$ cat src/rtl/kbd_pkg.sv
// ----------------------------------------------------------------------------
// kbd_pkg
// Shared constants and types for the keyboard report change event block.
// ----------------------------------------------------------------------------
package kbd_pkg;

	// Report geometry: the key slots are fixed by the boot report layout.
	localparam int KEY_SLOTS   = 6;
	localparam int MOD_COUNT   = 8;
	localparam int USAGE_W     = 8;
	localparam int EVENT_COUNT = MOD_COUNT + 2 * KEY_SLOTS;

	// First modifier usage; modifier bit i maps to MOD_BASE + i.
	localparam logic [USAGE_W-1:0] MOD_BASE = 8'hE0;

	typedef logic [USAGE_W-1:0]     usage_t;
	typedef logic [MOD_COUNT-1:0]   mods_t;
	typedef logic [EVENT_COUNT-1:0] ev_mask_t;

	// One report's pending events: modifier changes in the low bits, then
	// releases by old slot, then presses by new slot.
	typedef struct packed {
		ev_mask_t                  mask;
		usage_t [KEY_SLOTS-1:0]    old_keys;
		usage_t [KEY_SLOTS-1:0]    new_keys;
		mods_t                     new_mods;
	} ev_set_t;

endpackage

$ cat src/rtl/kbd_report_if.sv
// ----------------------------------------------------------------------------
// kbd_report_if
// Valid/ready channel that carries one boot keyboard report per beat.
// ----------------------------------------------------------------------------
interface kbd_report_if;
	import kbd_pkg::*;

	logic   valid;
	logic   ready;
	mods_t  modifier_bits;
	usage_t key_slot_0;
	usage_t key_slot_1;
	usage_t key_slot_2;
	usage_t key_slot_3;
	usage_t key_slot_4;
	usage_t key_slot_5;

	modport source (
		output valid, modifier_bits, key_slot_0, key_slot_1, key_slot_2,
		       key_slot_3, key_slot_4, key_slot_5,
		input  ready
	);

	modport sink (
		input  valid, modifier_bits, key_slot_0, key_slot_1, key_slot_2,
		       key_slot_3, key_slot_4, key_slot_5,
		output ready
	);

endinterface

$ cat src/rtl/kbd_event_if.sv
// ----------------------------------------------------------------------------
// kbd_event_if
// Valid/ready channel that carries one key press or release per beat.
// ----------------------------------------------------------------------------
interface kbd_event_if;
	import kbd_pkg::*;

	logic   valid;
	logic   ready;
	usage_t usage_code;
	logic   is_press;
	logic   last_event;

	modport source (
		output valid, usage_code, is_press, last_event,
		input  ready
	);

	modport sink (
		input  valid, usage_code, is_press, last_event,
		output ready
	);

endinterface

$ cat src/rtl/keyboard_report_change_events.sv
// ----------------------------------------------------------------------------
// keyboard_report_change_events
// Turns a stream of boot keyboard reports into key press and release beats.
// Each accepted report is compared with the one before it (all zero after
// reset); the block sends modifier changes for bits 0 to 7 as usages E0 to
// E7, then releases of old keys missing from the new report in slot order,
// then presses of new keys missing from the old report in slot order, with
// last_event set on the final beat of a report. The emitter sends one event
// beat per cycle while the receiver is ready, through the single output
// register. Acceptance loads the pending event set, and the first beat then
// moves into the output register. A report with no changes sends nothing.
// The next report is accepted in the cycle that the previous report's final
// event moves into the output register, so report ready follows event ready
// combinationally.
// ----------------------------------------------------------------------------
module keyboard_report_change_events (
	input  logic          clk,
	input  logic          arst_n,
	kbd_report_if.sink    report,
	kbd_event_if.source   change
);
	import kbd_pkg::*;

	logic                   accept;
	logic                   can_load;
	usage_t [KEY_SLOTS-1:0] keys_in;
	ev_set_t                ev_set;

	// Gather the slots into an array, slot 0 lowest.
	assign keys_in = {report.key_slot_5, report.key_slot_4, report.key_slot_3,
	                  report.key_slot_2, report.key_slot_1, report.key_slot_0};

	assign report.ready = can_load;
	assign accept       = report.valid && can_load;

	kbd_diff u_diff (
		.clk     (clk),
		.arst_n  (arst_n),
		.accept  (accept),
		.mods_in (report.modifier_bits),
		.keys_in (keys_in),
		.ev_set  (ev_set)
	);

	kbd_emit u_emit (
		.clk       (clk),
		.arst_n    (arst_n),
		.load      (accept),
		.set_in    (ev_set),
		.can_load  (can_load),
		.out_ready (change.ready),
		.out_valid (change.valid),
		.out_usage (change.usage_code),
		.out_press (change.is_press),
		.out_last  (change.last_event)
	);

endmodule

$ cat src/rtl/kbd_diff.sv
// ----------------------------------------------------------------------------
// kbd_diff
// Holds the previous report and compares an incoming report against it,
// producing the set of pending events. The stored report is replaced on
// every accepted beat.
// ----------------------------------------------------------------------------
module kbd_diff (
	input  logic                                      clk,
	input  logic                                      arst_n,
	input  logic                                      accept,
	input  kbd_pkg::mods_t                            mods_in,
	input  kbd_pkg::usage_t [kbd_pkg::KEY_SLOTS-1:0]  keys_in,
	output kbd_pkg::ev_set_t                          ev_set
);
	import kbd_pkg::*;

	usage_t [KEY_SLOTS-1:0] prev_keys_q;
	mods_t                  prev_mods_q;

	logic [KEY_SLOTS-1:0] old_in_new;
	logic [KEY_SLOTS-1:0] new_in_old;
	logic [KEY_SLOTS-1:0] release_mask;
	logic [KEY_SLOTS-1:0] press_mask;

	// Cross-compare every old slot with every new slot.
	always_comb begin
		for (int i = 0; i < KEY_SLOTS; i++) begin
			old_in_new[i] = 1'b0;
			new_in_old[i] = 1'b0;
			for (int j = 0; j < KEY_SLOTS; j++) begin
				if (prev_keys_q[i] == keys_in[j]) begin
					old_in_new[i] = 1'b1;
				end
				if (keys_in[i] == prev_keys_q[j]) begin
					new_in_old[i] = 1'b1;
				end
			end
			release_mask[i] = (prev_keys_q[i] != '0) && !old_in_new[i];
			press_mask[i]   = (keys_in[i] != '0) && !new_in_old[i];
		end
	end

	// Pack the pending events in emission order, lowest bit first.
	always_comb begin
		ev_set.mask     = {press_mask, release_mask, prev_mods_q ^ mods_in};
		ev_set.old_keys = prev_keys_q;
		ev_set.new_keys = keys_in;
		ev_set.new_mods = mods_in;
	end

	// The new report becomes the reference for the next one.
	always_ff @(posedge clk or negedge arst_n) begin
		if (!arst_n) begin
			prev_keys_q <= '0;
			prev_mods_q <= '0;
		end else if (accept) begin
			prev_keys_q <= keys_in;
			prev_mods_q <= mods_in;
		end
	end

endmodule

$ cat src/rtl/kbd_emit.sv
// ----------------------------------------------------------------------------
// kbd_emit
// Holds one report's pending events and sends them one per cycle while the
// output is free, lowest pending first, through a registered output stage.
// ----------------------------------------------------------------------------
module kbd_emit (
	input  logic              clk,
	input  logic              arst_n,
	input  logic              load,
	input  kbd_pkg::ev_set_t  set_in,
	output logic              can_load,
	input  logic              out_ready,
	output logic              out_valid,
	output kbd_pkg::usage_t   out_usage,
	output logic              out_press,
	output logic              out_last
);
	import kbd_pkg::*;

	ev_mask_t               pend_q;
	usage_t [KEY_SLOTS-1:0] old_keys_q;
	usage_t [KEY_SLOTS-1:0] new_keys_q;
	mods_t                  new_mods_q;

	logic   out_valid_q;
	usage_t out_usage_q;
	logic   out_press_q;
	logic   out_last_q;

	ev_mask_t                 low_bit;
	ev_mask_t                 remain;
	logic                     out_free;
	logic                     pop;
	usage_t [EVENT_COUNT-1:0] cand_usage;
	logic [EVENT_COUNT-1:0]   cand_press;
	usage_t                   sel_usage;
	logic                     sel_press;

	// Pick the lowest pending event and see what stays behind.
	always_comb begin
		low_bit  = pend_q & (~pend_q + 1'b1);
		remain   = pend_q & ~low_bit;
		out_free = !out_valid_q || out_ready;
		pop      = (pend_q != '0) && out_free;
		can_load = (pend_q == '0) || (pop && (remain == '0));
	end

	// Usage and direction of every possible event.
	always_comb begin
		for (int i = 0; i < MOD_COUNT; i++) begin
			cand_usage[i] = MOD_BASE + USAGE_W'(i);
			cand_press[i] = new_mods_q[i];
		end
		for (int i = 0; i < KEY_SLOTS; i++) begin
			cand_usage[MOD_COUNT + i]             = old_keys_q[i];
			cand_press[MOD_COUNT + i]             = 1'b0;
			cand_usage[MOD_COUNT + KEY_SLOTS + i] = new_keys_q[i];
			cand_press[MOD_COUNT + KEY_SLOTS + i] = 1'b1;
		end
	end

	// One-hot select of the chosen event.
	always_comb begin
		sel_usage = '0;
		sel_press = 1'b0;
		for (int i = 0; i < EVENT_COUNT; i++) begin
			sel_usage = sel_usage | ({USAGE_W{low_bit[i]}} & cand_usage[i]);
			sel_press = sel_press | (low_bit[i] & cand_press[i]);
		end
	end

	// Pending event set: a new report replaces it once the old one is done.
	always_ff @(posedge clk or negedge arst_n) begin
		if (!arst_n) begin
			pend_q <= '0;
		end else if (load) begin
			pend_q <= set_in.mask;
		end else if (pop) begin
			pend_q <= remain;
		end
	end

	always_ff @(posedge clk) begin
		if (load) begin
			old_keys_q <= set_in.old_keys;
			new_keys_q <= set_in.new_keys;
			new_mods_q <= set_in.new_mods;
		end
	end

	// Output register.
	always_ff @(posedge clk or negedge arst_n) begin
		if (!arst_n) begin
			out_valid_q <= 1'b0;
		end else if (pop) begin
			out_valid_q <= 1'b1;
		end else if (out_ready) begin
			out_valid_q <= 1'b0;
		end
	end

	always_ff @(posedge clk) begin
		if (pop) begin
			out_usage_q <= sel_usage;
			out_press_q <= sel_press;
			out_last_q  <= (remain == '0);
		end
	end

	assign out_valid = out_valid_q;
	assign out_usage = out_usage_q;
	assign out_press = out_press_q;
	assign out_last  = out_last_q;

endmodule

$ cat src/flat_wrapper.sv
// flat-port wrapper written by rule: the top's interface ports become plain ports
module keyboard_report_change_events_flat import kbd_pkg::*;
  (clk, arst_n, report_valid, report_modifier_bits, report_key_slot_0, report_key_slot_1, report_key_slot_2, report_key_slot_3, report_key_slot_4, report_key_slot_5, report_ready, change_valid, change_usage_code, change_is_press, change_last_event, change_ready);
  kbd_report_if report_i ();
  kbd_event_if change_i ();
  input  logic clk;
  input  logic arst_n;
  input wire logic [$bits(report_i.valid)-1:0] report_valid;
  input wire logic [$bits(report_i.modifier_bits)-1:0] report_modifier_bits;
  input wire logic [$bits(report_i.key_slot_0)-1:0] report_key_slot_0;
  input wire logic [$bits(report_i.key_slot_1)-1:0] report_key_slot_1;
  input wire logic [$bits(report_i.key_slot_2)-1:0] report_key_slot_2;
  input wire logic [$bits(report_i.key_slot_3)-1:0] report_key_slot_3;
  input wire logic [$bits(report_i.key_slot_4)-1:0] report_key_slot_4;
  input wire logic [$bits(report_i.key_slot_5)-1:0] report_key_slot_5;
  output wire logic [$bits(report_i.ready)-1:0] report_ready;
  output wire logic [$bits(change_i.valid)-1:0] change_valid;
  output wire logic [$bits(change_i.usage_code)-1:0] change_usage_code;
  output wire logic [$bits(change_i.is_press)-1:0] change_is_press;
  output wire logic [$bits(change_i.last_event)-1:0] change_last_event;
  input wire logic [$bits(change_i.ready)-1:0] change_ready;
  assign report_i.valid = report_valid;
  assign report_i.modifier_bits = report_modifier_bits;
  assign report_i.key_slot_0 = report_key_slot_0;
  assign report_i.key_slot_1 = report_key_slot_1;
  assign report_i.key_slot_2 = report_key_slot_2;
  assign report_i.key_slot_3 = report_key_slot_3;
  assign report_i.key_slot_4 = report_key_slot_4;
  assign report_i.key_slot_5 = report_key_slot_5;
  assign report_ready = report_i.ready;
  assign change_valid = change_i.valid;
  assign change_usage_code = change_i.usage_code;
  assign change_is_press = change_i.is_press;
  assign change_last_event = change_i.last_event;
  assign change_i.ready = change_ready;
  keyboard_report_change_events u_core (.clk(clk), .arst_n(arst_n), .report(report_i), .change(change_i));
endmodule
$ cat config.mk
export PLATFORM = sky130hd
export DESIGN_NAME = keyboard_report_change_events_flat
export DESIGN_NICKNAME = d
export VERILOG_FILES = /design/src/rtl/kbd_pkg.sv /design/src/rtl/kbd_report_if.sv /design/src/rtl/kbd_event_if.sv /design/src/rtl/keyboard_report_change_events.sv /design/src/rtl/kbd_diff.sv /design/src/rtl/kbd_emit.sv /design/src/flat_wrapper.sv
export SDC_FILE = /design/constraint.sdc
export NUM_CORES = 1
export LEC_CHECK = 0
export BUFFER_PORTS_ARGS = -buffer_cell sky130_fd_sc_hd__buf_2
export CAP_MARGIN = 20
export CORE_ASPECT_RATIO = 2
export CORE_MARGIN = 3
export CORE_UTILIZATION = 62
export DETAILED_ROUTE_END_ITERATION = 10
export PLACE_DENSITY = 0.81
export SETUP_SLACK_MARGIN = 0.4
export SYNTH_ARGS = -nofsm -noshare
export SYNTH_HDL_FRONTEND = slang
export SYNTH_SLANG_ARGS = --single-unit
$ cat constraint.sdc
create_clock -name clk -period 4.8 [get_ports clk]
set_input_delay 0.72 -clock clk [delete_from_list [all_inputs] [get_ports clk]]
set_output_delay 0.72 -clock clk [all_outputs]
set_load 0.005 [all_outputs]
Yosys cells after proc, flatten, opt, wreduce, memory -nomap -nowiden --
Index checks and enable logic that the tools add are counted.
Word-level totals: bits in registers 191, input port bits 60, output and inout port bits 12
Operators by class: add/subtract/negate cells 1, eq/ne operators 72, multiplexer cells 76, bitwise gates (word level) 57, reductions and logical operators 47
Operators with widths (count):
- == test 8 bit | 72
- OR 8 bit | 19
- AND 8 bit | 12
- nonzero test 8 bit | 12
- two-way mux 1 bit | 74
- AND 20 bit | 2
- zero test 20 bit | 2
- two-way mux 20 bit | 2
- inverter 20 bit | 2
- adder 20 x 1 -> 20 bit, second input constant | 1
- nonzero test 20 bit | 1
- logical AND 1 bit | 15
- zero test 1 bit | 13
- OR 1 bit | 13
- AND 1 bit | 8
- bitwise XOR 8 bit | 1
- nonzero test 2 bit | 2
- logical OR 1 bit | 2

Longest topological paths before layout --
Gate-level depths: netlist (run 1).
depth after elaboration 22, depth in mapped cells 11

Modules after synthesis --
A second synthesis (run 1) with hierarchy kept.
Unflattened totals: cells, all modules 1133, area total of the unflattened synthesis 12181.7 µm²
By module, submodules not included:
- kbd_diff | instances 1, cells an instance 743, area each 6665.1 µm², seq. area each 1401.3 µm²
- kbd_emit | instances 1, cells an instance 389, area each 5510.3 µm², seq. area each 3948.8 µm²
- keyboard_report_change_events | instances 1, cells an instance 1, area each 6.3 µm², seq. area each 0.0 µm²

Worst setup path before layout (run 1) --
OpenSTA, ideal clock, no wires.
path kind register -> register, from register u_core.u_emit.pend_q[3], to register u_core.u_diff.prev_keys_q (netlist bit u_core.u_diff.ev_set[59]), library setup time 128 ps, arrival 3480 ps, required time 4672 ps, slack 1192 ps, stages on the path, launching flop included 11, buffers on the path 3, clock period less this slack 3608 ps, path through dfrtp_1 > or4_1 > buf_2 > or4_1 > buf_2 > nor3_4 > o211ai_1 > o31a_1 > clkinv_4 > buf_6 > mux2_1
On the way: longest elaborated chain between the ends 9
Ends and longest elaborated chain:
- start: declaration | line kbd_emit.sv:20 | ev_mask_t pend_q;
- start signal: assignment | line kbd_emit.sv:77 | pend_q <= set_in.mask;
- start signal: assignment | line kbd_emit.sv:79 | pend_q <= remain;
- inverter 20 bit | line kbd_emit.sv:41 | low_bit = pend_q & (~pend_q + 1'b1);
- adder 20 x 1 -> 20 bit | line kbd_emit.sv:41
- AND 20 bit | line kbd_emit.sv:41
- inverter 20 bit | line kbd_emit.sv:42 | remain = pend_q & ~low_bit;
- AND 20 bit | line kbd_emit.sv:42
- zero test 20 bit | line kbd_emit.sv:45 | can_load = (pend_q == '0) || (pop && (remain == '0));
- logical AND 1 bit | line kbd_emit.sv:45
- logical OR 1 bit * | line kbd_emit.sv:45
- logical AND 1 bit * | line keyboard_report_change_events.sv:34 | assign accept = report.valid && can_load;
- net u_core.accept | line keyboard_report_change_events.sv:24 | logic accept;
- end signal: assignment | line kbd_diff.sv:57 | prev_keys_q <= keys_in;
- end: declaration | line kbd_diff.sv:17 | usage_t [KEY_SLOTS-1:0] prev_keys_q;
Mark *: on every way through the listed nets, which the timed path passes. The rest lies on a longest branch. A chain may end at the register's enable or synchronous reset.

Final worst setup path (run 1) --
from register u_core.u_emit.pend_q[0], to register u_core.u_diff.prev_keys_q (netlist bit u_core.u_diff.ev_set[61])
On the way: longest elaborated chain between the ends 9
Ends and longest elaborated chain (line):
- inverter 20 bit | kbd_emit.sv:41
- adder 20 x 1 -> 20 bit | kbd_emit.sv:41
- AND 20 bit | kbd_emit.sv:41
- inverter 20 bit | kbd_emit.sv:42
- AND 20 bit | kbd_emit.sv:42
- zero test 20 bit | kbd_emit.sv:45
- logical AND 1 bit | kbd_emit.sv:45
- logical OR 1 bit * | kbd_emit.sv:45
- logical AND 1 bit * | keyboard_report_change_events.sv:34
Mark *: on every way between the ends. The rest lies on a longest branch, timed or not.

==> impl_summary.md, run 1 <==
Global routing
The number of antenna violations at the first check in global routing is 0. For met3 alone, demand over resource in global routing was 6.77%. For met2 alone, demand over resource in global routing was 63.9%. The global-route wire length before repair is 55200 um. The busiest layer in global routing is met2. The pin count of the biggest net entering global routing is 78. The global routing met1 resource utilization is 41.7%. The via count of the first global-routing pass was 8794. Global routing used 38.6% of the available tracks across all layers.

The total global routing overflow is 0.

Routing
The residual antenna-violating net count after detailed routing is 0. The total number of vias is 8840. After detailed routing, the total wire length is 37900 um. For this run, design rule violations remaining after detail routing come to 0.

The length of the first detailed-routing pass in iterations is 9. The violation count after the first detailed-routing iteration is 930. The routed length per instance is 30.6 um. Using the TritonRoute via totals, the vias-per-cell ratio works out to 7.12.

Timing
Setup repair after global routing left no endpoint under its margin. Setup violations remaining at the end of the flow were counted as 0. The max-slew headroom at the worst pin is 17.8%. For the finished layout, the period the worst path requires is 3.86 ns. The number of slew-limit violations in the final report is 0. The clock tree skew after final layout is 0.0100 ns. In the final timing run, aggregate negative setup slack is 0 ns. Derived from the worst setup path, the maximum achievable clock frequency is 0.259 GHz.

At the pin with the least slew margin, the transition time is 1.23 ns. The final hold violation count is 0. In the finished design, the share of the clock period the worst path needs comes to 80.4%.

Die
The die boundary height is 198 um. The number of rows in the core area is 69. The core region is 0.0180 sq mm. Once the floorplan was initialized, standard cells occupied 63.9% of the core.

For this design the top-level I/O count stands at 72. The die covers 0.0203 sq mm. Measured along the x axis, the die boundary spans 102 um.

Clock tree
TritonCTS built the clock tree. After clock tree synthesis, the clock-pin slew on the worst setup and hold paths is 0.07 ns. The buffers inserted during post-CTS setup optimization is 0.

The H-tree depth reported by CTS is 4. The root buffer cell is clkbuf_16. TritonCTS created 17 clock buffers. The clock sink total is 191. In this run, post-CTS repair resized a total of 0 instances.

Counting along the longest clock path gives a buffer depth of 2. Hold repair after CTS inserted 0 buffers. The insertion delay to the later sink of the worst-skew pair is 0.44 ns.

Worst setup path
Along the worst path, the maximum fanout reaches 43. The worst setup path is captured at a flop. The startpoint-to-endpoint class of the critical path is reg2reg.

STA classifies the critical path startpoint as a flop. The arrival time at the worst endpoint is 4.18 ns. The critical register-to-register path endpoint is u_core.u_diff.ev_set[61].

The worst reg2reg path startpoint is u_core.u_emit.pend_q[0]. The worst register-to-register path has a depth of 8. At the worst endpoint, the required time is 5.12 ns. In this run the register-to-register setup slack is 0.94 ns.

Logic synthesis
After synthesis the netlist holds a flip-flop and latch count of 191. Ranked by total cell area, the synthesized netlist is headed by edfxtp_1, xnor2_1, dfrtp_1, mux2_1, xor2_1. The number of synthesized flops with an enable pin is 114. In this run, distinct cell masters in the synthesized netlist total 64.

The mean area per synthesized cell is 11.1 sq um. Of the post-synthesis cell area, the dominant cell type holds 29.8%. The net count of the mapped netlist is 1098. The number of warnings printed during yosys synthesis is 0.

The commonest cells after synthesis are xnor2_1, edfxtp_1, clkbuf_1. The post-synthesis cell area is 0.0115 sq mm. In the synthesized netlist the dominant register cell turns out to be edfxtp_1. Of the synthesized area, sequential elements account for 46.6%. After synthesis, the share of flip-flops with an asynchronous set or reset is 40.3%. The biggest area contributor in the post-synthesis netlist is edfxtp_1.

After technology mapping, the gate count stands at 1038. Yosys instantiated no cell more often than xnor2_1.

Status
The flow ran to the end, and the final reports show no timing, DRC or antenna violations.

Place
The detailed placer's ending HPWL is 27000 um. At the end of routability-driven placement, the weighted congestion stood at 1.04. The number of buffers added on ports is 71.

Layout
The number of antenna diodes in the final layout is 0. The post-synthesis to final-layout area growth is 7.53%. The number of nets in the final layout is 1075.

Of the cells placed in the final design, the portion with a size suffix greater than 1 is 13.8%.

Pwr
Sequential cells burn 41.7% of the power. The total power density per cell area is 713 mW/mm^2. The clock group share of total power is 17.0%. Summed over all cells, the static leakage comes to 4.36 nW.

The net switching power figure is 3.76 mW. The overall power after layout is 8.79 mW. The internal power of the cells totals 5.04 mW. Combinational logic is responsible for 41.3% of the overall power. Net switching is 42.7% of the power. The maximum vdd ir drop is 0.000383 V.

Hold path
The min-delay analysis places its worst path in the category in2async.

Job
Across the run, the number of max-cap violations was 0.
==> logic make-up after synthesis <==
| kind of cell | after synthesis | share of synthesized area [%] |
|---|---|---|
| xor+xnor | 296 | 22.6 |
| simple gates | 241 | 12.0 |
| flops | 191 | 46.6 |
| buf+inv | 133 | 4.91 |
| compound gates | 119 | 7.84 |
| mux | 58 | 6.01 |
==> flip-flops by register name, indices dropped and copies added, names as in the netlist <==
signal and count:
u_core.u_emit.out_usage 8, u_core.u_emit.out_valid 1, u_core.u_emit.out_press 1, u_core.u_emit.new_mods_q 8, u_core.u_emit.pend_q 20, u_core.u_emit.out_last 1
u_core.u_emit.cand_usage 96, u_core.u_diff.prev_mods_q 8, u_core.u_diff.ev_set 48
==> worst max-delay path, cell delays in order (launching register included) <==
cell and delay (ns):
dfrtp_1 0.53, or4_1 0.65, or4_1 0.74, nor3_4 0.22, o211ai_1 0.15, o31a_2 0.38
clkinv_4 0.35, buf_4 0.34, mux2_1 0.36
==> worst max path at each step <==
| stage | start | end | slack (ns) | cells past startpoint |
|---|---|---|---|---|
| after global placement | u_core.u_emit.pend_q[0] | u_core.u_diff.ev_set[103] | 1.07 | 8 |
| final | u_core.u_emit.pend_q[0] | u_core.u_diff.ev_set[61] | 0.94 | 8 |
| after floorplan | u_core.u_emit.pend_q[3] | u_core.u_diff.ev_set[59] | 1.19 | 10 |
| after global routing | u_core.u_emit.pend_q[0] | u_core.u_diff.ev_set[61] | 0.75 | 8 |
| after detailed placement | u_core.u_emit.pend_q[0] | u_core.u_diff.ev_set[61] | 0.99 | 8 |
| after CTS | u_core.u_emit.pend_q[0] | report_ready | 0.96 | 7 |
==> placed cells by master (no fill, tap or decap), types with 4 or more instances in the layout <==
master	Yosys	routed
a41o_1	4	4
a221o_1	6	6
or4_1	10	10
nand2_1	22	22
a222oi_1	11	11
clkbuf_16	0	17
nor4_1	54	53
a21o_1	4	4
nor3_1	8	7
mux2_1	39	39
mux2_2	8	8
edfxtp_1	114	114
a21oi_1	18	18
inv_1	6	6
a32oi_1	4	4
buf_4	0	11
a22oi_1	9	9
o21ai_0	21	21
a221oi_1	8	8
xnor2_1	248	248
dfrtp_1	77	77
nor2_1	43	43
mux2_4	10	10
xor2_1	48	48
a22o_1	5	5
nand4_1	64	64
or3_1	6	6
o31ai_1	7	7
nand3_1	12	12
buf_2	2	70
==> power groups by stage <==
stage / logic (mW) / registers [mW] / clock network (mW)
after global placement: 3.44 / 3.60 / 0
after CTS: 3.55 / 3.59 / 1.50
after detailed placement: 3.52 / 3.62 / 0
final: 3.63 / 3.66 / 1.50
after global routing: 3.90 / 3.70 / 1.55
after floorplan: 3.29 / 2.68 / 0
==> cell type report <==
class,instances,area [sq um]
flip-flops and latches,191,5350
repair buffers,84,500
well taps,213,267
fillers,1368,5620
multi-input cells,714,5570
clock buffers,22,464
clock inverters,10,151
inverters,7,31.3
==> routing by layer <==
metal / vias to the layer above / wire [um]
met3: 195 / 2770
met2: 567 / 18900
met1: 4372 / 12500
met4: 0 / 3750
met5: - / 0
li1: 3706 / -
==> through the flow <==
stage	setup WS, ns	util [%]	hold WS [ns]	std cells	cell area (sq um)
6_report	0.941	68.7	0.175	1241	12300
5_1_grt	0.749	68.7	0.190	1241	12300
3_3_place_gp	1.07	65.1	0.506	1208	11700
4_1_cts	0.965	68.5	0.480	1240	12300
3_5_place_dp	0.991	65.1	0.515	1208	11700
2_1_floorplan	1.19	-	0.423	1038	11500
(Power assumes the default switching activity.)
==> inputs of run 2 (changes only) <==
CORE_UTILIZATION = 56   (was 62)
PLACE_DENSITY = 0.77   (was 0.81)
clock period = 3.55 ns   (was 4.8 ns; I/O delays follow)
==> run 2 against run 1 <==
Net effect:
- sequential power increased by 29%
- sequential share of layout area shrank 1.8 points
- hold slack worse by 0.015 ns
- routed wire length up 5.8%
- cell count rose by 7.2%
- via count up 3.2%
- register-to-register slack worse by 0.53 ns
==> impl_summary.md, run 2 (synthesis results as in run 1) <==
Status
The run finished with clean final reports.

Global routing
The global-route wire length before repair is 58000 um (+5.0%). The via count of the first global-routing pass is 9172 (+4.3%). The pin count of the biggest net entering global routing was 59 (-24%). The number of antenna violations at the first check in global routing is 0 (unchanged). The all-layer global routing usage is 36.3% (-2.3 points).

The total global routing overflow is 0 (unchanged).

Worst setup path
The end point of the critical path is report_ready. The arrival time at the worst endpoint is 2.66 ns (-1.52 ns). The critical register-to-register path endpoint is u_core.u_emit.out_usage[5].

The peak fanout along the critical path is 3 (-93%). The startpoint-to-endpoint class of the critical path is reg2out. The startpoint identified for the worst register-to-register timing path is u_core.u_emit.pend_q[0]. The endpoint type of the worst setup path is a primary output. The worst setup path is launched from a flop. The reg2reg setup slack is 0.41 ns (-0.53 ns). The number of cells on the worst reg-to-reg path is 7 (-1). The required time of the critical path came to 3.02 ns (-2.10 ns). The critical path starts at u_core.u_emit.pend_q[9].

Place
The detailed placer's ending HPWL was 27600 um (+2.1%). The cell total after placement is 1276 (+5.6%). The number of buffers added on ports came to 71 (unchanged). The routability-driven placement congestion ratio is 1.06 (+1.7%).

Pwr
The net switching power figure is 5.21 mW (+39%). The total power density per cell area is 961 mW/mm^2 (+35%). The combinational group share of total power was 46.8% (+5.5 points). The cell-internal power is 7.18 mW (+43%). The sequential share of power came to 38.1% (-3.6 points). The net switching fraction of the power came to 42.1% (-0.66 points).

The leakage power is 4.60 nW (+5.4%). The maximum vdd ir drop came to 0.000544 V (+42%). The clock group share of total power came to 15.1% (-1.9 points).

Layout
The share of final-layout standard cells stronger than drive strength 1 is 19.5% (+5.7 points). The library cell used most frequently in the layout, excluding fill and tap cells, is xnor2_1. In the layout the commonest cells are xnor2_1, edfxtp_1, dfrtp_1, buf_2, nand4_1. The number of nets in the final layout is 1115 (+3.7%). From synthesis to final layout, the design area changed by 12.4%.

The post-route non-filler standard cell count was 1330 (+7.2%). The number of antenna cells inserted is 0 (unchanged). The number of flip-flops under the largest register name came to 96 (unchanged).

Die
The die span in x came to 107 um (+4.9%). The die boundary height is 208 um (+5.1%). The top-level port count came to 72 (unchanged). The initial cell density of the core is 57.3% (-6.5 points). The total die area is 0.0223 sq mm (+10%). The number of rows in the core area is 73 (+5.8%). The standard cell core area is 0.0200 sq mm (+11%).

Clock tree
The insertion delay to the later sink of the worst-skew pair came to 0.45 ns (about the same). The clock edge transition at the registers on the reported setup and hold paths is 0.07 ns (about the same). The total CTS buffers is 17 (unchanged).

In this run the clock root is driven by a clkbuf_16. The clock sink total is 191 (unchanged). The hold buffer count at CTS was 0 (unchanged). TritonCTS built the clock tree. The number of buffers on the longest clock path is 2 (unchanged). The H-tree depth reported by CTS was 4 (unchanged).

Timing
The setup TNS was 0 ns (unchanged). The number of endpoints failing setup at the final stage is 0 (unchanged). The max-slew headroom at the worst pin came to 28.9% (+11 points). The final hold violation count is 0 (unchanged). For this run, the top clock speed supported by timing is 0.313 GHz. Setup repair after global routing could not meet its margin everywhere.

The worst-margin pin slew is 1.06 ns (-0.170 ns). The post-layout minimum cycle time is 3.19 ns. The clock tree skew after final layout is 0.0112 ns (+0.00120 ns). The worst path uses 89.9% of the clock period. The number of slew-limit violations in the final report came to 0 (unchanged).

Routing
The total number of vias is 9123 (+3.2%). The residual antenna-violating net count after detailed routing is 0 (unchanged). The violation count after the first detailed-routing iteration is 1291 (+39%). The routed length per instance was 30.2 um (-1.3%).

The routed wire length came to 40100 um (+5.8%). The routed via count divided by cell count came to 6.86 (-3.7%). The length of the first detailed-routing pass in iterations is 7 (-2). The final routed DRC violation total is 0 (unchanged).

Hold path
The class of the tightest hold or removal check is in2async.

Job
The reported max-cap violation count was 0 (unchanged).
-- run 2: critical path: stages, from the launching register on --
cell	delay (ns)
dfrtp_1	0.39
or4_4	0.55
or4_4	0.58
a21oi_2	0.17
o211ai_1	0.15
nor2_2	0.15
a21o_1	0.13
buf_2	0.10
-- run 2: metrics by stage --
step           instance area, sq um  setup slack [ns]  hold slack [ns]  power [mW]  utilization [%]
2_1_floorplan                 11500             0.316            0.237        8.14                -
3_3_place_gp                  11900             0.284            0.512        9.60             59.6
3_5_place_dp                  11900             0.290            0.520        9.77             59.6
4_1_cts                       12800             0.310            0.186        12.0             63.8
5_1_grt                       12900             0.237            0.215        12.9             64.5
6_report                      12900             0.359            0.160        12.4             64.5
-- run 2: worst min path at each step --
stage	start	endpoint	cells after the start
after floorplan	arst_n	u_core.u_diff.ev_set[100]	0
after global placement	u_core.u_diff.prev_mods_q[7]	u_core.u_diff.prev_mods_q[7]	1
after detailed placement	u_core.u_diff.prev_mods_q[2]	u_core.u_diff.prev_mods_q[2]	1
after CTS	arst_n	u_core.u_emit.out_valid	1
after global routing	arst_n	u_core.u_emit.out_valid	1
final	arst_n	u_core.u_emit.out_valid	1
-- run 2: repair_timing --
action | 4_1_cts | 5_1_grt
pin swaps | 7 | 9
endpoints found under the setup margin | 47 | 173
setup buffers | 9 | 8
cloned | 4 | 1
gates resized for setup | 14 | 16
-- run 2: power by group through the flow --
| stage | combinational, mW | clock [mW] | sequential, mW |
|---|---|---|---|
| finish | 5.80 | 1.87 | 4.72 |
| global route | 6.14 | 1.96 | 4.77 |
| CTS | 5.44 | 1.88 | 4.65 |
| detailed placement | 5.07 | 0 | 4.70 |
| global placement | 4.94 | 0 | 4.66 |
| floorplan | 4.51 | 0 | 3.63 |
-- run 2: per-layer routing --
layer	track usage (%)	share of wire (%)	vias to the layer above	wire length, um
met3	7.26	7.6	222	3030
li1	-	-	3795	-
met4	30.4	10	0	4190
met5	0	0	-	0
met2	61.1	50	638	20200
met1	37.9	32	4468	12700
-- run 2: final cells by class --
cell class	instances	area [sq um]
Sequential cell	191	5360
Clock buffer	18	429
Fill cell	1556	7110
Timing Repair Buffer	124	955
Tap cell	262	328
Multi-Input combinational cell	714	5660
Clock inverter	14	131
Inverter	7	38.8
